==> config.mk <==
export PLATFORM = sky130hd
export DESIGN_NAME = sjf_sorted_task_queue_unit_flat
export DESIGN_NICKNAME = d
export VERILOG_FILES = /design/src/hdl/sjfq_pkg.sv /design/src/hdl/sjfq_if.sv /design/src/hdl/sjf_sorted_task_queue_unit.sv /design/src/hdl/sjfq_ram.sv /design/src/flat_wrapper.sv
export SDC_FILE = /design/constraint.sdc
export NUM_CORES = 1
export LEC_CHECK = 0
export ABC_AREA = 1
export BUFFER_PORTS_ARGS = -buffer_cell sky130_fd_sc_hd__buf_2
export CELL_PAD_IN_SITES_DETAIL_PLACEMENT = 0
export CELL_PAD_IN_SITES_GLOBAL_PLACEMENT = 1
export CORE_MARGIN = 1.5
export CORE_UTILIZATION = 30
export DETAILED_ROUTE_END_ITERATION = 16
export PLACE_DENSITY = 0.55
export SLEW_MARGIN = 0
export SYNTH_ARGS = -nofsm -noshare
export SYNTH_HDL_FRONTEND = slang
export SYNTH_HIERARCHICAL = 1
export SYNTH_SLANG_ARGS = --single-unit
==> constraint.sdc <==
create_clock -name clk -period 8.6 [get_ports clk]
set_input_delay 0.86 -clock clk [delete_from_list [all_inputs] [get_ports clk]]
set_output_delay 0.86 -clock clk [all_outputs]
set_load 0.03 [all_outputs]
==> src/hdl/sjfq_pkg.sv <==
// Shared types and constants for the shortest-job-first task queue.
// No dependencies; the interfaces and the top level use it.
`default_nettype none
package sjfq_pkg;

  // Default sizing for the top level.
  localparam int CAPACITY_DEF   = 32;
  localparam int BURST_BITS_DEF = 16;

  // Field widths of the channel words.
  localparam int CMD_W    = 1;
  localparam int ID_W     = 8;
  localparam int BURST_W  = 16;
  localparam int KIND_W   = 2;
  localparam int FINISH_W = 21;
  localparam int SUM_W    = 26;
  localparam int COUNT_W  = 6;

  // Command codes.
  localparam logic [CMD_W-1:0] CMD_ADD = 1'b0;

  // Result kinds.
  localparam logic [KIND_W-1:0] KIND_ADD   = 2'd0;
  localparam logic [KIND_W-1:0] KIND_RUN   = 2'd1;
  localparam logic [KIND_W-1:0] KIND_EMPTY = 2'd2;

  // Add status codes.
  localparam logic STAT_OK   = 1'b0;
  localparam logic STAT_FULL = 1'b1;

  // One result word as it sits in the output register.
  typedef struct packed {
    logic [KIND_W-1:0]   kind;
    logic                status;
    logic [ID_W-1:0]     task_id;
    logic [BURST_W-1:0]  burst;
    logic [FINISH_W-1:0] finish;
    logic [SUM_W-1:0]    turn_sum;
    logic [SUM_W-1:0]    resp_sum;
    logic [COUNT_W-1:0]  count;
    logic                last;
  } result_t;

endpackage
`default_nettype wire

==> src/hdl/sjfq_if.sv <==
// Valid/ready channel interfaces for the task queue's input and result words.
// Depends on sjfq_pkg for the field widths.
`default_nettype none
interface sjfq_in_if;
  logic                          valid;
  logic                          ready;
  logic [sjfq_pkg::CMD_W-1:0]    cmd;
  logic [sjfq_pkg::ID_W-1:0]     task_id;
  logic [sjfq_pkg::BURST_W-1:0]  burst_len;

  modport source (output valid, output cmd, output task_id, output burst_len, input ready);
  modport sink   (input valid, input cmd, input task_id, input burst_len, output ready);
endinterface

interface sjfq_out_if;
  logic                          valid;
  logic                          ready;
  logic [sjfq_pkg::KIND_W-1:0]   kind;
  logic                          status;
  logic [sjfq_pkg::ID_W-1:0]     out_task_id;
  logic [sjfq_pkg::BURST_W-1:0]  out_burst;
  logic [sjfq_pkg::FINISH_W-1:0] finish_time;
  logic [sjfq_pkg::SUM_W-1:0]    turnaround_sum;
  logic [sjfq_pkg::SUM_W-1:0]    response_sum;
  logic [sjfq_pkg::COUNT_W-1:0]  run_count;
  logic                          last;

  modport source (output valid, output kind, output status, output out_task_id,
                  output out_burst, output finish_time, output turnaround_sum,
                  output response_sum, output run_count, output last, input ready);
  modport sink   (input valid, input kind, input status, input out_task_id,
                  input out_burst, input finish_time, input turnaround_sum,
                  input response_sum, input run_count, input last, output ready);
endinterface
`default_nettype wire

==> src/hdl/sjf_sorted_task_queue_unit.sv <==
// Shortest-job-first task queue. A full-table add, an empty-table add or run goes straight to
// its answer; any other add first walks the table, moving entries up, and then loads its answer.
// A run issues the first table read, then loads one word per cycle while the output is free,
// paced by the single table RAM read port; an output stall holds the run.
// Synchronous active-low reset clears the sequencer, occupancy and output valid;
// table contents are left as they are and only written entries are ever read.
`default_nettype none
module sjf_sorted_task_queue_unit #(
  parameter int CAPACITY   = sjfq_pkg::CAPACITY_DEF,
  parameter int BURST_BITS = sjfq_pkg::BURST_BITS_DEF
) (
  input  logic       clk,
  input  logic       rst_n,
  sjfq_in_if.sink    in_ch,
  sjfq_out_if.source out_ch
);

  // Bursts are stored at the narrower of the configured width and the input field.
  localparam int SB = (BURST_BITS < sjfq_pkg::BURST_W) ? BURST_BITS : sjfq_pkg::BURST_W;
  // A table entry is {task id, burst}.
  localparam int EW = sjfq_pkg::ID_W + SB;
  // Index into the table, and the occupancy count that can also hold CAPACITY.
  localparam int IW = $clog2(CAPACITY);
  localparam int OW = $clog2(CAPACITY + 1);
  localparam int FW = sjfq_pkg::FINISH_W;
  localparam int TW = sjfq_pkg::SUM_W;

  // The sequencer. The table is kept sorted by ascending burst. An add walks the
  // table from the top entry downward, moving each entry with a larger burst up
  // by one place, one entry per cycle, until it finds the slot for the new task.
  // Equal bursts stop the walk, so ties stay in arrival order.
  typedef enum logic [4:0] {
    S_IDLE    = 5'b00001,
    S_ADD_CMP = 5'b00010,
    S_ADD_PUT = 5'b00100,
    S_RUN     = 5'b01000,
    S_RESP    = 5'b10000
  } state_t;

  state_t            state_r, state_nxt;
  logic [OW-1:0]     occ_r, occ_nxt;
  logic [IW-1:0]     ptr_r, ptr_nxt;
  logic [sjfq_pkg::ID_W-1:0] new_id_r, new_id_nxt;
  logic [SB-1:0]     new_burst_r, new_burst_nxt;
  logic [sjfq_pkg::KIND_W-1:0] res_kind_r, res_kind_nxt;
  logic              res_status_r, res_status_nxt;
  logic [FW-1:0]     finish_r, finish_nxt;
  logic [TW-1:0]     turn_r, turn_nxt;

  // Output register: a finished word waits here while the sequencer moves on.
  logic              ov_r, ov_nxt;
  sjfq_pkg::result_t out_r, out_nxt;

  // Table RAM ports.
  logic              we;
  logic [IW-1:0]     waddr;
  logic [EW-1:0]     wdata;
  logic              re;
  logic [IW-1:0]     raddr;
  logic [EW-1:0]     rdata;

  logic [sjfq_pkg::ID_W-1:0] rd_id;
  logic [SB-1:0]     rd_burst;
  logic              out_free;
  logic [FW-1:0]     run_fin;
  logic [TW-1:0]     run_turn;
  logic              run_last;
  logic [IW-1:0]     ptr_up;
  logic [IW-1:0]     ptr_dn;
  logic [IW-1:0]     top_idx;
  logic [OW-1:0]     occ_inc;

  sjfq_ram #(
    .WIDTH (EW),
    .DEPTH (CAPACITY)
  ) u_table (
    .clk   (clk),
    .we    (we),
    .waddr (waddr),
    .wdata (wdata),
    .re    (re),
    .raddr (raddr),
    .rdata (rdata)
  );

  assign rd_id    = rdata[EW-1:SB];
  assign rd_burst = rdata[SB-1:0];

  // The output register can take a word when it is empty or being drained now.
  assign out_free = !ov_r || out_ch.ready;

  // Running finish time and turnaround sum, both kept modulo their field widths.
  assign run_fin  = finish_r + FW'(rd_burst);
  assign run_turn = turn_r + TW'(run_fin);
  assign run_last = (OW'(ptr_r) + OW'(1)) == occ_r;

  assign ptr_up  = IW'(ptr_r + IW'(1));
  assign ptr_dn  = IW'(ptr_r - IW'(1));
  assign top_idx = IW'(occ_r - OW'(1));
  assign occ_inc = OW'(occ_r + OW'(1));

  assign in_ch.ready = (state_r == S_IDLE);

  always_comb begin
    state_nxt      = state_r;
    occ_nxt        = occ_r;
    ptr_nxt        = ptr_r;
    new_id_nxt     = new_id_r;
    new_burst_nxt  = new_burst_r;
    res_kind_nxt   = res_kind_r;
    res_status_nxt = res_status_r;
    finish_nxt     = finish_r;
    turn_nxt       = turn_r;
    ov_nxt         = ov_r && !out_ch.ready;
    out_nxt        = out_r;
    we             = 1'b0;
    waddr          = '0;
    wdata          = '0;
    re             = 1'b0;
    raddr          = ptr_r;

    case (state_r)
      S_IDLE: begin
        if (in_ch.valid) begin
          if (in_ch.cmd == sjfq_pkg::CMD_ADD) begin
            new_id_nxt    = in_ch.task_id;
            new_burst_nxt = in_ch.burst_len[SB-1:0];
            res_kind_nxt  = sjfq_pkg::KIND_ADD;
            if (occ_r >= OW'(CAPACITY)) begin
              // Full table: drop the task and report it.
              res_status_nxt = sjfq_pkg::STAT_FULL;
              state_nxt      = S_RESP;
            end else if (occ_r == '0) begin
              res_status_nxt = sjfq_pkg::STAT_OK;
              we             = 1'b1;
              waddr          = '0;
              wdata          = {in_ch.task_id, in_ch.burst_len[SB-1:0]};
              occ_nxt        = occ_inc;
              state_nxt      = S_RESP;
            end else begin
              // Start the downward walk at the top entry.
              res_status_nxt = sjfq_pkg::STAT_OK;
              re             = 1'b1;
              raddr          = top_idx;
              ptr_nxt        = top_idx;
              state_nxt      = S_ADD_CMP;
            end
          end else begin
            if (occ_r == '0) begin
              res_kind_nxt   = sjfq_pkg::KIND_EMPTY;
              res_status_nxt = sjfq_pkg::STAT_OK;
              state_nxt      = S_RESP;
            end else begin
              re         = 1'b1;
              raddr      = '0;
              ptr_nxt    = '0;
              finish_nxt = '0;
              turn_nxt   = '0;
              state_nxt  = S_RUN;
            end
          end
        end
      end

      S_ADD_CMP: begin
        // The entry at ptr_r is on the RAM output; it either moves up or the
        // new task lands just above it.
        we    = 1'b1;
        waddr = ptr_up;
        if (rd_burst > new_burst_r) begin
          wdata = rdata;
          if (ptr_r == '0) begin
            state_nxt = S_ADD_PUT;
          end else begin
            ptr_nxt = ptr_dn;
            re      = 1'b1;
            raddr   = ptr_dn;
          end
        end else begin
          wdata     = {new_id_r, new_burst_r};
          occ_nxt   = occ_inc;
          state_nxt = S_RESP;
        end
      end

      S_ADD_PUT: begin
        // Every entry moved up; the new task becomes the head.
        we        = 1'b1;
        waddr     = '0;
        wdata     = {new_id_r, new_burst_r};
        occ_nxt   = occ_inc;
        state_nxt = S_RESP;
      end

      S_RESP: begin
        if (out_free) begin
          ov_nxt         = 1'b1;
          out_nxt        = '0;
          out_nxt.kind   = res_kind_r;
          out_nxt.status = res_status_r;
          out_nxt.last   = 1'b1;
          state_nxt      = S_IDLE;
        end
      end

      S_RUN: begin
        // One entry per cycle while the output is free; the next read is issued as this word is loaded.
        // When the output is blocked the RAM holds its data.
        if (out_free) begin
          finish_nxt      = run_fin;
          turn_nxt        = run_turn;
          ov_nxt          = 1'b1;
          out_nxt         = '0;
          out_nxt.kind    = sjfq_pkg::KIND_RUN;
          out_nxt.task_id = rd_id;
          out_nxt.burst   = sjfq_pkg::BURST_W'(rd_burst);
          out_nxt.finish  = run_fin;
          if (run_last) begin
            out_nxt.turn_sum = run_turn;
            out_nxt.resp_sum = TW'(run_turn - TW'(run_fin));
            out_nxt.count    = sjfq_pkg::COUNT_W'(occ_r);
            out_nxt.last     = 1'b1;
            state_nxt        = S_IDLE;
          end else begin
            ptr_nxt = ptr_up;
            re      = 1'b1;
            raddr   = ptr_up;
          end
        end
      end

      default: begin
        state_nxt = S_IDLE;
      end
    endcase
  end

  always_ff @(posedge clk) begin
    if (!rst_n) begin
      state_r <= S_IDLE;
      occ_r   <= '0;
      ov_r    <= 1'b0;
    end else begin
      state_r <= state_nxt;
      occ_r   <= occ_nxt;
      ov_r    <= ov_nxt;
    end
  end

  always_ff @(posedge clk) begin
    ptr_r        <= ptr_nxt;
    new_id_r     <= new_id_nxt;
    new_burst_r  <= new_burst_nxt;
    res_kind_r   <= res_kind_nxt;
    res_status_r <= res_status_nxt;
    finish_r     <= finish_nxt;
    turn_r       <= turn_nxt;
    out_r        <= out_nxt;
  end

  assign out_ch.valid          = ov_r;
  assign out_ch.kind           = out_r.kind;
  assign out_ch.status         = out_r.status;
  assign out_ch.out_task_id    = out_r.task_id;
  assign out_ch.out_burst      = out_r.burst;
  assign out_ch.finish_time    = out_r.finish;
  assign out_ch.turnaround_sum = out_r.turn_sum;
  assign out_ch.response_sum   = out_r.resp_sum;
  assign out_ch.run_count      = out_r.count;
  assign out_ch.last           = out_r.last;

endmodule
`default_nettype wire

==> src/hdl/sjfq_ram.sv <==
// Generic simple dual-port RAM: one write port, one read port with registered data.
// No package dependencies.
`default_nettype none
module sjfq_ram #(
  parameter int WIDTH = 24,
  parameter int DEPTH = 32
) (
  input  logic                     clk,
  input  logic                     we,
  input  logic [$clog2(DEPTH)-1:0] waddr,
  input  logic [WIDTH-1:0]         wdata,
  input  logic                     re,
  input  logic [$clog2(DEPTH)-1:0] raddr,
  output logic [WIDTH-1:0]         rdata
);

  logic [WIDTH-1:0] mem [DEPTH];

  always_ff @(posedge clk) begin
    if (we) begin
      mem[waddr] <= wdata;
    end
    if (re) begin
      rdata <= mem[raddr];
    end
  end

endmodule
`default_nettype wire
==> src/flat_wrapper.sv <==
// flat-port wrapper written by rule: the top's interface ports become plain ports
module sjf_sorted_task_queue_unit_flat 
#(
  parameter int CAPACITY   = sjfq_pkg::CAPACITY_DEF,
  parameter int BURST_BITS = sjfq_pkg::BURST_BITS_DEF
)
  (clk, rst_n, in_ch_valid, in_ch_cmd, in_ch_task_id, in_ch_burst_len, in_ch_ready, out_ch_valid, out_ch_kind, out_ch_status, out_ch_out_task_id, out_ch_out_burst, out_ch_finish_time, out_ch_turnaround_sum, out_ch_response_sum, out_ch_run_count, out_ch_last, out_ch_ready);
  sjfq_in_if in_ch_i ();
  sjfq_out_if out_ch_i ();
  input  logic clk;
  input  logic rst_n;
  input wire logic [$bits(in_ch_i.valid)-1:0] in_ch_valid;
  input wire logic [$bits(in_ch_i.cmd)-1:0] in_ch_cmd;
  input wire logic [$bits(in_ch_i.task_id)-1:0] in_ch_task_id;
  input wire logic [$bits(in_ch_i.burst_len)-1:0] in_ch_burst_len;
  output wire logic [$bits(in_ch_i.ready)-1:0] in_ch_ready;
  output wire logic [$bits(out_ch_i.valid)-1:0] out_ch_valid;
  output wire logic [$bits(out_ch_i.kind)-1:0] out_ch_kind;
  output wire logic [$bits(out_ch_i.status)-1:0] out_ch_status;
  output wire logic [$bits(out_ch_i.out_task_id)-1:0] out_ch_out_task_id;
  output wire logic [$bits(out_ch_i.out_burst)-1:0] out_ch_out_burst;
  output wire logic [$bits(out_ch_i.finish_time)-1:0] out_ch_finish_time;
  output wire logic [$bits(out_ch_i.turnaround_sum)-1:0] out_ch_turnaround_sum;
  output wire logic [$bits(out_ch_i.response_sum)-1:0] out_ch_response_sum;
  output wire logic [$bits(out_ch_i.run_count)-1:0] out_ch_run_count;
  output wire logic [$bits(out_ch_i.last)-1:0] out_ch_last;
  input wire logic [$bits(out_ch_i.ready)-1:0] out_ch_ready;
  assign in_ch_i.valid = in_ch_valid;
  assign in_ch_i.cmd = in_ch_cmd;
  assign in_ch_i.task_id = in_ch_task_id;
  assign in_ch_i.burst_len = in_ch_burst_len;
  assign in_ch_ready = in_ch_i.ready;
  assign out_ch_valid = out_ch_i.valid;
  assign out_ch_kind = out_ch_i.kind;
  assign out_ch_status = out_ch_i.status;
  assign out_ch_out_task_id = out_ch_i.out_task_id;
  assign out_ch_out_burst = out_ch_i.out_burst;
  assign out_ch_finish_time = out_ch_i.finish_time;
  assign out_ch_turnaround_sum = out_ch_i.turnaround_sum;
  assign out_ch_response_sum = out_ch_i.response_sum;
  assign out_ch_run_count = out_ch_i.run_count;
  assign out_ch_last = out_ch_i.last;
  assign out_ch_i.ready = out_ch_ready;
  sjf_sorted_task_queue_unit #(.CAPACITY(CAPACITY), .BURST_BITS(BURST_BITS)) u_core (.clk(clk), .rst_n(rst_n), .in_ch(in_ch_i), .out_ch(out_ch_i));
endmodule
==> results of run 1 <==
-- state kept, by name, summed over array words and instances (netlist names), 2 cells and up --
| name | cells |
|---|---|
| u_core/u_table/mem | 768 |
| u_core/out_ch.response_sum | 26 |
| u_core/out_ch.turnaround_sum | 26 |
| u_core/turn_r | 26 |
| u_core/u_table/rdata | 24 |
| u_core/finish_r | 21 |
| u_core/out_ch.finish_time | 21 |
| u_core/new_burst_r | 16 |
| u_core/out_ch.out_burst | 16 |
| u_core/new_id_r | 8 |
| u_core/out_ch.out_task_id | 8 |
| u_core/occ_r | 6 |
| u_core/out_ch.run_count | 6 |
| u_core/ptr_r | 5 |
| u_core/state_r | 5 |
| u_core/out_ch.kind | 2 |
-- critical path, stage by stage, from the launching register on --
cell      delay (ns)
edfxtp_1        0.59
ha_1            0.44
a21o_1          0.22
a31oi_1         0.14
nand2_1         0.10
a31oi_1         0.39
o21bai_1        0.16
xnor2_1         0.39
inv_1           0.09
ha_1            0.35
nand2_1         0.15
inv_1           0.05
a21oi_1         0.14
nand2_1         0.09
a31oi_1         0.30
o21bai_1        0.14
xnor2_1         0.35
inv_1           0.11
ha_1            0.40
nand2_1         0.16
nor3_1          0.34
nand4_1         0.26
nand3_1         0.20
nand3_1         0.13
nand2_1         0.10
nand2_1         0.05
a21oi_1         0.17
-- Yosys cell counts (2+ instances only) --
cell type	n
nand2_1	1377
or2_2	6
nand2_4	3
clkbuf_1	27
o311ai_0	2
nor2_2	10
fa_1	3
nor3_1	19
o21ai_0	26
nand2_2	14
a31oi_1	10
or2_1	2
xor2_1	37
o211ai_1	29
nor3_2	16
buf_4	7
buf_2	108
nand4_2	3
o21a_1	2
dfxtp_1	17
a21oi_1	83
ha_1	79
nor4_1	2
nand3_1	660
nand4_1	30
buf_1	5
o21ai_1	9
inv_2	14
a21o_1	8
nor2_1	204
inv_1	220
buf_6	44
xnor2_1	18
edfxtp_1	972
nand3_2	7
a21oi_2	3
o21ai_2	3
o21bai_1	7
-- metrics by stage --
step | instance area [sq um] | util
floorplan | 44400 | -
CTS | 50700 | 0.347
finish | 50700 | 0.347
global route | 50700 | 0.347
global placement | 47100 | 0.322
detailed placement | 47100 | 0.322
-- logic make-up (layout without fill, tap and decap cells) --
family / Yosys count / in the layout / share of synthesized area
compound gates: 187 / 187 / 0.0251
xor+xnor: 56 / 56 / 0.0112
fa+ha+maj: 82 / 82 / 0.0236
buf+inv: 428 / 657 / 0.0477
flops: 989 / 989 / 0.665
other cells: 0 / 3 / 0
simple gates: 2357 / 2357 / 0.227
-- cell usage in the layout (no fill, tap or decap), drive strengths merged --
cell / netlist / layout
nor4: 2 / 2
a21boi: 2 / 2
bufinv: 0 / 13
clkbuf: 27 / 129
o22ai: 1 / 1
o21ai: 38 / 38
buf: 165 / 217
xnor2: 18 / 18
a21oi: 87 / 87
nor3b: 1 / 1
edfxtp: 972 / 972
clkinv: 0 / 58
nand3b: 2 / 2
fa: 3 / 3
nor2: 215 / 215
diode: 0 / 3
nand4: 33 / 33
ha: 79 / 79
o211ai: 29 / 29
xor2: 38 / 38
a21o: 8 / 8
o21a: 2 / 2
a2111oi: 1 / 1
a31oi: 10 / 10
nor3: 35 / 35
nand2: 1394 / 1394
nand3: 667 / 667
dfxtp: 17 / 17
inv: 236 / 237
o311ai: 2 / 2
o21bai: 7 / 7
clkinvlp: 0 / 3
or2: 8 / 8
-- layer usage --
| metal | track usage | share of wire |
|---|---|---|
| met5 | 0 | 0 |
| met4 | 0.0387 | 0.020 |
| met3 | 0.0228 | 0.040 |
| met2 | 0.283 | 0.47 |
| met1 | 0.247 | 0.47 |
-- worst min path at each step --
stage | depth (start not counted) | slack [ns] | endpoint | from
floorplan | 2 | 0.46 | u_core/occ_r[4] | u_core/occ_r[4]
global placement | 2 | 0.49 | u_core/occ_r[4] | u_core/occ_r[4]
detailed placement | 2 | 0.48 | u_core/occ_r[4] | u_core/occ_r[4]
CTS | 1 | 0.27 | u_core/new_burst_r[3] | in_ch_burst_len[3]
global route | 1 | 0.29 | u_core/new_id_r[7] | in_ch_task_id[7]
finish | 1 | 0.34 | u_core/new_burst_r[3] | in_ch_burst_len[3]
-- layout make-up --
type                       instances  area (sq um)
clock inverter                    75           759
inverter                         236           911
tap                             1917          2400
sequential                       989         29500
multi-input combinational       2682         13000
antenna                            3          7.51
timing repair buffer             217          1300
fill                           14600         95600
clock buffer                     129          2820
==> results.txt, run 1 <==
The flow ran to the end, and the final reports show no timing, DRC or antenna violations. The path class of the lowest-slack min-delay path is in -> reg. The clock net sink count came out at 989.

OpenSTA, run right after detailed placement, puts the worst setup slack at 2.38 ns. For the final database, setup skew stands at 0.0604 ns. The source of the worst register-to-register timing path is u_core/u_table/rdata[8]. The area of the die is 150000 sq um. The maximum net fanout on the critical path is 6. STA classifies the critical path endpoint as a flip-flop. For this run, asynchronously set or reset flops after synthesis account for 0. The total placed cells including tap cells came out at 6041.

The tightest slew margin relative to the limit came out at 0.184. The detail-routed net length per standard cell came out at 21.3 microns. The max-slew violation count is 0. The aggregate global routing overflow came out at 0. In this run the core area contains 140 standard-cell rows.

The highest attainable clock frequency came out at 161 MHz. The post-synthesis to final-layout area growth came out at 14.2%. Gates resized during post-CTS repair numbered 0. The sequential share of the synthesized area came out at 0.665. The worst setup path category is reg -> reg. The worst-case setup margin in the final layout came out at 2.37 ns. Entering global routing, the biggest net connects 134 pins. The first-pass GRT wire length is 197000 microns. The netlist uses 51 different library cells.

The initial antenna violation count came out at 3. The number of synthesis warnings is 6. The worst-case reg-to-reg path depth is 26. For this design the top-level I/O count stands at 138.

The synthesized area came out at 44400 sq um. The mean instance size in the synthesized netlist came out at 10.8 sq um. After detailed routing, the number of vias per cell comes to 4.78. The source of the critical timing path is u_core/u_table/rdata[8].

Data arrives at the worst endpoint at 6.76 ns. The synthesized design contains 972 enable-type register cells. The data required time of the critical path is 9.13 ns. The number of global-route vias before repair came out at 29300. The final layout contains 4346 nets. The cell chosen for the clock root is clkbuf_16.

TritonCTS built the clock tree. The final weighted congestion in routability-driven placement is 0.851. Setup violations remaining at the end of the flow were counted as 0. The die is 388 microns tall.

By area the synthesized netlist is led by edfxtp_1 (66%), nand2_1 (12%), nand3_1 (7.4%). The first-pass detailed-route iteration total came out at 5. The register-to-register path setup slack is 2.37 ns.

The number of input and output port buffers inserted is 137. The tool flagged a number of max-cap violations equal to 0. The final-layout setup total negative slack is 0 ns. Setup repair after global routing left no endpoint under its margin.

The critical path ends at u_core/out_ch.response_sum[23]. The smallest clock period supported by the final layout is computed as 6.23 ns. Counting every net in the synthesized netlist gives 4210.

The DRC violations left is 0. The largest buffer count on any clock path came out at 3. The largest total area in the synthesized netlist belongs to edfxtp_1.

The CTS buffer count is 109. The sort of element at the start of the critical path is a flip-flop. The clock insertion delay at the later pin of the skew report is 0.73 ns.

The via total after detailed routing is 29900. The share of cells above drive strength 1 is 0.115. The tightest hold margin came out at 0.345 ns. The post-CTS setup buffer count is 0. The standard cell core area is 146000 sq um. The number of failing hold endpoints at the final stage was 0. The transition time of the tightest slew-check pin is 1.22 ns. The x dimension of the die came out at 388 microns. The worst register-to-register path ends at u_core/out_ch.response_sum[23]. Synthesis produced 4099 cells. The clock-pin slew reported for the worst setup and hold paths after clock tree synthesis came out at 0.06 ns. The violation count after the first detailed-routing iteration is 2022. The predominant post-synthesis flop cell is edfxtp_1. Of the post-synthesis cell area, the dominant cell type holds 0.657. Synthesis inferred 989 register bits. The remaining number of nets flagged by the antenna check after routing is 0.

The number of H-tree levels came out at 3. The final layout contains routed wiring with a total length of 133000 microns. The quantity of hold-fixing buffers added after cts came out at 0.

The final cell count without fillers is 6248. For this run, the total global-route usage over all layers was measured as 0.174. The total half-perimeter wirelength after legalization and detailed placement came out at 80600 microns. The part of the cycle the worst path needs is 0.724. The initial core utilization came out at 0.304.
Power of run 1 is left out: the tool's default activity adds up to more than one toggle a clock period on the data nets, which glitch-free logic cannot reach.
==> run 2, diff against run 1 <==
--- a/config.mk
+++ b/config.mk
@@ -5,14 +5,14 @@
 export SDC_FILE = /design/constraint.sdc
 export NUM_CORES = 1
 export LEC_CHECK = 0
-export ABC_AREA = 1
+export ABC_AREA = 0
 export BUFFER_PORTS_ARGS = -buffer_cell sky130_fd_sc_hd__buf_2
 export CELL_PAD_IN_SITES_DETAIL_PLACEMENT = 0
 export CELL_PAD_IN_SITES_GLOBAL_PLACEMENT = 1
 export CORE_MARGIN = 1.5
 export CORE_UTILIZATION = 30
 export DETAILED_ROUTE_END_ITERATION = 16
-export PLACE_DENSITY = 0.55
+export PLACE_DENSITY = 0.51
 export SLEW_MARGIN = 0
 export SYNTH_ARGS = -nofsm -noshare
 export SYNTH_HDL_FRONTEND = slang
==> constraint.sdc (replaced) <==
create_clock -name clk -period 6.3 [get_ports clk]
set_input_delay 0.63 -clock clk [delete_from_list [all_inputs] [get_ports clk]]
set_output_delay 0.63 -clock clk [all_outputs]
set_load 0.03 [all_outputs]
==> results.txt, run 2 <==
The total power after layout came out at 21.6 mW. The register-to-register path setup slack is 0.21 ns. The worst setup path is captured at a flip-flop. Sorting the synthesized cells by how often they occur yields edfxtp_1 (972), mux2i_1 (389), nor2_1 (193), nand2_1 (118), a21oi_1 (116). The netlist uses 85 different library cells. The violation count after the first detailed-routing iteration came out at 1977. The share of total power dissipated in combinational logic is 0.353.

The hold-critical path endpoint is u_core/new_id_r[7]. Measured in cells, the most critical reg-to-reg path has a length of 27. The total area of multi-input combinational cells is 12000 sq um.

Derived from the worst setup path, the maximum achievable clock frequency is 164 MHz. The flip-flop count of the largest register after layout came out at 768. The smallest clock period supported by the final layout is computed as 6.09 ns. The final routed wirelength across all metal layers came out at 109000 microns. The predominant post-synthesis flop cell is edfxtp_1.

The number of register bits inferred by synthesis came out at 989. The sequential group share of total power is 0.356. The clock net sink count came out at 989. The critical hold path startpoint is in_ch_task_id[7].

The share of synthesized area in the top cell type comes to 0.691. The number of synthesis warnings came out at 6. The flow ran to the end, and the final reports show no timing, DRC or antenna violations. The final weighted congestion in routability-driven placement came out at 0.891. After detailed routing, the number of vias per cell comes to 4.81. The post-synthesis to final-layout area growth came out at 17.7%. The max-slew violation count is 0. The via total after detailed routing is 24200. The setup path with the least slack is of type reg -> reg. The largest buffer count on any clock path is 3. Clock-pin slew was measured on the worst setup and hold paths at 0.06 ns.

Clock skew on the completed layout was measured at 0.0189 ns. The path class of the lowest-slack min-delay path is in -> reg. The DRC violations left came out at 0. Across every metal layer, demand over resource in global routing totals 0.151. The tightest slew margin relative to the limit came out at 0.269. The internal power is 14.2 mW. In the final layout, the share of cells above drive strength 1 is 0.170. The end-of-flow core utilization came out at 0.356. The total nets after synthesis came out at 2919. The routed length on met1 came out at 50000 microns.

The CTS buffer count is 110. The die outline height is 378 microns. In the post-synthesis netlist, the cell with the most instances is edfxtp_1. In this run, post-CTS hold repair placed 0 buffers. The number of failing hold endpoints at the final stage came out at 0. The clock network fraction of total power is 0.290. The clock reaches the later pin of the worst-skew pair after 0.71 ns. The startpoint identified for the worst register-to-register timing path is u_core/u_table/rdata[0]. The switching power share of the total came out at 0.345. Dividing total power by cell area gives a power density of 435 nW/um^2. The count of maximum capacitance violations came out at 0.

The number of global-route vias before repair came out at 24800. A synthesized cell averages 15.1 sq um. In the post-synthesis netlist, the biggest area contributors are edfxtp_1 (69%), mux2i_1 (9.2%), ha_1 (2.3%). STA classifies the critical path startpoint as a flip-flop. The number of nets in the finished design came out at 3181. The synthesized area came out at 42300 sq um. The total of fill cells in the finished design is 13300. The initial antenna violation count came to 2. Setup violations remaining at the end of the flow were counted as 0.

The total half-perimeter wirelength after legalization and detailed placement is 71300 microns. The transition time of the tightest slew-check pin is 1.10 ns. The worst flop-to-flop path endpoint is u_core/out_ch.response_sum[23]. Along the worst path, the maximum fanout reaches 4. TritonCTS built the clock tree. The synthesized design contains 972 enable-type register cells. The data required time of the critical path came out at 6.73 ns. The sequential cell area is 29500 sq um. The remaining number of nets flagged by the antenna check after routing is 0. The aggregate global routing overflow is 0. The detail-routed net length per standard cell came out at 21.6 microns. The first-pass detailed-route iteration total is 6.

For this configuration, the core starts out at a cell density of 0.303. The top cell types in the final layout, fill and taps aside, are edfxtp_1 (972), mux2i_1 (389), nor2_1 (157), buf_2 (137), buf_4 (124). For this run, the register share of the synthesized area comes to 0.699. Across all hold checks on the routed design, the worst slack comes to 0.132 ns.

The sum of met3 wire segment lengths after detailed routing is 5090 microns. The highest metal layer carrying signal wires in the routed design is met4. Entering global routing, the biggest net connects 73 pins. The number of H-tree levels is 3.

The die is 378 microns wide. Summed over all instances, the cell type with the most area after synthesis is edfxtp_1. The hold-critical path depth came out at 1. Of the available clock period, the critical path in the final layout requires 0.966. The first global-routing pass estimated 161000 microns of wire. The instance count of the mapped netlist came out at 2808. The register name with the most flops is u_core/u_table/mem. Setup repair after global routing could not meet its margin everywhere. The cell chosen for the clock root is clkbuf_16. The total net switching power came out at 7.46 mW. The number of input and output port buffers inserted came out at 137. Leaving out fill and tap cells, the most frequent cell in the layout is edfxtp_1.

The worst-case IR drop observed on VDD is 0.280 mV. The detailed-routed wire length on met2 came out at 51300 microns. The standard cell core area is 140000 sq um.

The number of ports placed on the die boundary came out at 138. The area of the die came out at 143000 sq um. The async set-reset flop share out of synthesis is 0. The reported leakage power came out at 17.2 nW.

The number of core rows is 137. The critical path data arrival time is 6.52 ns.
[run 2: changes by cell type in the layout (fill, tap and decap cells not counted), moves of 27 or more]
| cell | delta |
|---|---|
| buf_4 | +45 |
| nand3_1 | -566 |
| mux2i_1 | +389 |
| a21oi_1 | +27 |
| and2_1 | +35 |
| inv_1 | -110 |
| a22o_1 | +49 |
| a22oi_1 | +74 |
| nand2_1 | -1259 |
[run 2: worst max path at each step]
stage                                        from                        endpoint  slack [ns]  cells after the start
after global routing      u_core/u_table/rdata[5]  u_core/out_ch.response_sum[23]       -0.05                     26
after detailed placement       u_core/finish_r[0]  u_core/out_ch.response_sum[23]       -0.09                     28
after CTS                      u_core/finish_r[0]  u_core/out_ch.response_sum[24]        0.03                     28
after floorplan           u_core/u_table/rdata[0]  u_core/out_ch.response_sum[23]        0.33                     28
final                     u_core/u_table/rdata[0]  u_core/out_ch.response_sum[23]        0.21                     27
after global placement         u_core/finish_r[1]  u_core/out_ch.response_sum[23]       -0.08                     27
[run 2: power by group through the flow]
| stage | Combinational, mW | Sequential, mW | Clock, mW |
|---|---|---|---|
| 6_report | 7.65 | 7.71 | 6.28 |
| 5_1_grt | 8.32 | 7.73 | 6.73 |
| 4_1_cts | 7.53 | 7.71 | 6.49 |
| 3_5_place_dp | 7.48 | 7.85 | 0 |
| 3_3_place_gp | 7.46 | 7.84 | 0 |
| 2_1_floorplan | 4.82 | 7.95 | 0 |
[run 2: metrics by stage]
stage / cell area (sq um) / instances / setup slack (ns) / setup TNS [ns]
floorplan: 42300 / 2808 / 0.334 / 0
global placement: 45900 / 4825 / -0.0794 / -0.127
detailed placement: 45900 / 4825 / -0.0917 / -0.122
CTS: 49400 / 5021 / 0.0331 / 0
global route: 49700 / 5029 / -0.0477 / -0.125
finish: 49700 / 5031 / 0.214 / 0
[run 2: what timing repair did]
action,4_1_cts,5_1_grt
gates cloned,0,0
setup endpoints to repair,4,10
setup buffers,1,8
pin swaps,3,21
resized for setup,5,50
[run 2: area by class of cell]
type / instances / area share
inverter: 111 / 0.00838
tap: 1876 / 0.0472
clock buffer: 133 / 0.0575
timing repair buffer: 276 / 0.0384
multi-input combinational: 1582 / 0.242
clock inverter: 62 / 0.0132
sequential: 989 / 0.594
antenna: 2 / 0.000101
[run 2: kinds of logic (layout without fill, tap and decap cells)]
kind of cell               Yosys count  in the layout  synth area share
and+or+nand+nor                    574            574            0.0641
AOI/OAI and AO/OA                  465            465            0.0779
buffers and inverters              237            582            0.0271
xor gates and xnor gates            72             72            0.0152
DFF                                989            989             0.699
other                                0              2                 0
muxes                              389            389            0.0921
adders and majority gates           82             82            0.0248
[run 2: metal layers]
| layer | up-vias | track usage |
|---|---|---|
| li1 | 11400 | - |
| met1 | 12200 | 0.202 |
| met2 | 556 | 0.251 |
| met3 | 146 | 0.0232 |
| met4 | 0 | 0.0437 |
| met5 | - | 0 |
[run 2: worst max-delay path, stage by stage, from the launching register on]
cell	delay [ns]
edfxtp_1	0.44
ha_4	0.20
fa_2	0.34
a21o_1	0.19
a21o_1	0.20
buf_4	0.15
a21o_1	0.17
a21oi_1	0.17
xor2_1	0.23
inv_1	0.11
ha_4	0.24
and2_1	0.18
and4_1	0.22
nor3b_1	0.16
a211o_1	0.36
a31o_1	0.21
o41ai_2	0.31
xor2_1	0.24
inv_1	0.11
ha_4	0.29
nand2_2	0.08
a211oi_4	0.28
nand2_2	0.11
o21ai_4	0.21
a31oi_4	0.13
nor3b_4	0.19
nor4_4	0.23
nor3_2	0.07
Note: power is estimated with default switching activity, not from simulation.
==> run 3, diff against run 2 <==
--- a/config.mk
+++ b/config.mk
@@ -7,12 +7,13 @@
 export LEC_CHECK = 0
 export ABC_AREA = 0
 export BUFFER_PORTS_ARGS = -buffer_cell sky130_fd_sc_hd__buf_2
-export CELL_PAD_IN_SITES_DETAIL_PLACEMENT = 0
+export CELL_PAD_IN_SITES_DETAIL_PLACEMENT = 1
 export CELL_PAD_IN_SITES_GLOBAL_PLACEMENT = 1
 export CORE_MARGIN = 1.5
 export CORE_UTILIZATION = 30
 export DETAILED_ROUTE_END_ITERATION = 16
 export PLACE_DENSITY = 0.51
+export SETUP_SLACK_MARGIN = 0.2
 export SLEW_MARGIN = 0
 export SYNTH_ARGS = -nofsm -noshare
 export SYNTH_HDL_FRONTEND = slang
==> results.txt, run 3 (synthesized netlist as in run 2, its figures left out) <==
For the pin with the worst max-slew slack, the measured transition is 1.11 ns. The reported leakage power is 17.2 nW. After detailed routing, the average wire length per cell comes to 22.6 microns. The library cells used most frequently in the layout, excluding fill and tap cells, are edfxtp_1 (972), mux2i_1 (389), nor2_1 (157), buf_2 (137), buf_4 (127). The clock net in this run drives a total of 989 sinks.

The count of buffers added on input and output ports is 137. The sequential cell area is 29500 sq um. In the final timing run, aggregate negative setup slack is 0 ns. The via total after detailed routing came out at 24600. The standard cell core area came out at 140000 sq um. After detailed routing, the total wire length is 114000 microns. The highest attainable clock frequency came out at 162 MHz. The tool flagged a number of max-cap violations equal to 0. The post-route minimum period came out at 6.17 ns.

The number of failing hold endpoints at the final stage is 0. The nature of the critical path endpoint is a flip-flop. The cell chosen for the clock root is clkbuf_16.

The total of fill cells in the finished design is 14400. The maximum vdd drop is 0.232 mV. The part of the cycle the worst path needs is 0.980. The multi-input combinational cells in the finished layout cover a total of 12100 sq um.

The worst setup path is of the reg -> reg kind. The total half-perimeter wirelength after legalization and detailed placement came out at 75200 microns. In this run the remaining antenna-violating nets after routing total 0.

The DRC violations left came out at 0. The first-pass GRT wire length is 170000 microns. In this run, placement finished with an instance count of 4825. The total power after layout came out at 21.7 mW. The initial core utilization came out at 0.303. The worst clock skew is 0.0313 ns. The commonest non-fill, non-tap cell in the layout is edfxtp_1. The register with the most flip-flops in the layout has 768 of them. The path class of the lowest-slack min-delay path is in -> reg. For this design, the CTS-stage hold fixing added 0 buffers. The CTS buffer count came out at 108. The worst-case setup margin in the final layout came out at 0.128 ns. The area after detailed placement is 45900 sq um. The initial antenna violation count is 1. The number of global-route vias before repair was 26400.

The congestion estimate from routability-driven global placement came to 0.891. The delay contributed by the slowest stage of the critical path came out at 0.43 ns. The tightest slew margin relative to the limit is 0.259. The final instance area came out at 49700 sq um. The critical path data arrival time is 6.60 ns. Setup repair after global routing could not meet its margin everywhere. The max-slew violation count is 0. The maximum number of pins on one net before global-route repair came out at 73. The maximum net fanout on the critical path came out at 5. The first-pass detailed-route iteration total came out at 5.

From bottom edge to top edge, the die measures 378 microns. The number of core rows is 137. After clock tree synthesis, the clock-pin slew on the worst setup and hold paths is 0.06 ns. The average vias per placed instance is 4.89.

The count of cells in the finished layout, fillers not included, comes to 5037. The post-synthesis to final-layout area growth is 17.7%. The largest buffer count on any clock path came out at 3. STA classifies the critical path startpoint as a flip-flop. The number of nets in the finished design is 3183. The share of cells above drive strength 1 is 0.173. The clock tree from TritonCTS is yes. In this run the count of I/O pins placed on the die edge is 138.

The worst slack after detailed placement came out at -0.0867 ns. The clock insertion delay at the later pin of the skew report came out at 0.72 ns. The violation count after the first detailed-routing iteration is 1713. For this design, the slowest cell found on the critical path is edfxtp_1. The area of the die came out at 143000 sq um.

Ranked by flip-flop count, first place goes to u_core/u_table/mem. STA puts the critical path data required time at 6.72 ns. The overall track demand over capacity in global routing came out at 0.158. The x dimension of the die is 378 microns. The flow ran to the end, and the final reports show no timing, DRC or antenna violations.

The register-to-register path setup slack is 0.13 ns. The final setup violation count came out at 0. The H-tree was split into 3 levels.

The ratio of total power to cell area came out at 436 nW/um^2. Global routing finished with a remaining overflow of 0.
[run 3: final cells by class]
type / instances / share of cell area
multi-input combinational: 1582 / 0.243
clock buffer: 127 / 0.0558
antenna: 3 / 0.000151
tap: 1876 / 0.0472
clock inverter: 69 / 0.0126
timing repair buffer: 280 / 0.0390
sequential: 989 / 0.594
inverter: 111 / 0.00838
[run 3: power by group]
part | total [mW] | switching (mW) | internal, mW
combinational | 7.85 | 4.88 | 2.97
clock | 6.13 | 2.63 | 3.51
sequential | 7.71 | 0.101 | 7.61
[run 3: path summary, 6_finish.rpt]
check | start | endpoint | depth (start not counted)
worst min register to register | u_core/res_status_r | u_core/out_ch.status | 1
worst max-delay path | u_core/u_table/rdata[0] | u_core/out_ch.response_sum[23] | 29
worst max register to register | u_core/u_table/rdata[0] | u_core/out_ch.response_sum[23] | 29
worst min-delay path | in_ch_task_id[0] | u_core/new_id_r[0] | 1
[run 3: timing repair]
| action | in CTS | in global routing |
|---|---|---|
| pin swaps | 15 | 36 |
| gates resized for setup | 22 | 45 |
| buffers inserted | 3 | 10 |
| endpoints found under the setup margin | 5 | 6 |
[run 3: layer usage]
| metal | track usage | vias to the layer above | part of all wire |
|---|---|---|---|
| met3 | 0.0220 | 168 | 0.041 |
| met2 | 0.268 | 508 | 0.48 |
| met4 | 0.0468 | 0 | 0.024 |
| met5 | 0 | - | 0 |
| li1 | - | 11400 | - |
| met1 | 0.208 | 12600 | 0.45 |
[run 3: critical path: cells and delay by family (launching register included)]
family | cells | cell delay, ns
AO/OA/AOI/OAI | 12 | 2.25
AND/OR/NAND/NOR | 8 | 1.31
adder cells (fa/ha/maj) | 4 | 1.15
flip-flops | 1 | 0.43
XOR/XNOR | 2 | 0.41
buffers and inverters | 3 | 0.32
[run 3: per-stage QoR]
stage / hold WS (ns) / utilization
detailed placement: 0.513 / 0.328
global route: 0.0908 / 0.356
CTS: 0.0585 / 0.353
floorplan: 0.473 / -
finish: 0.125 / 0.356
global placement: 0.504 / 0.328
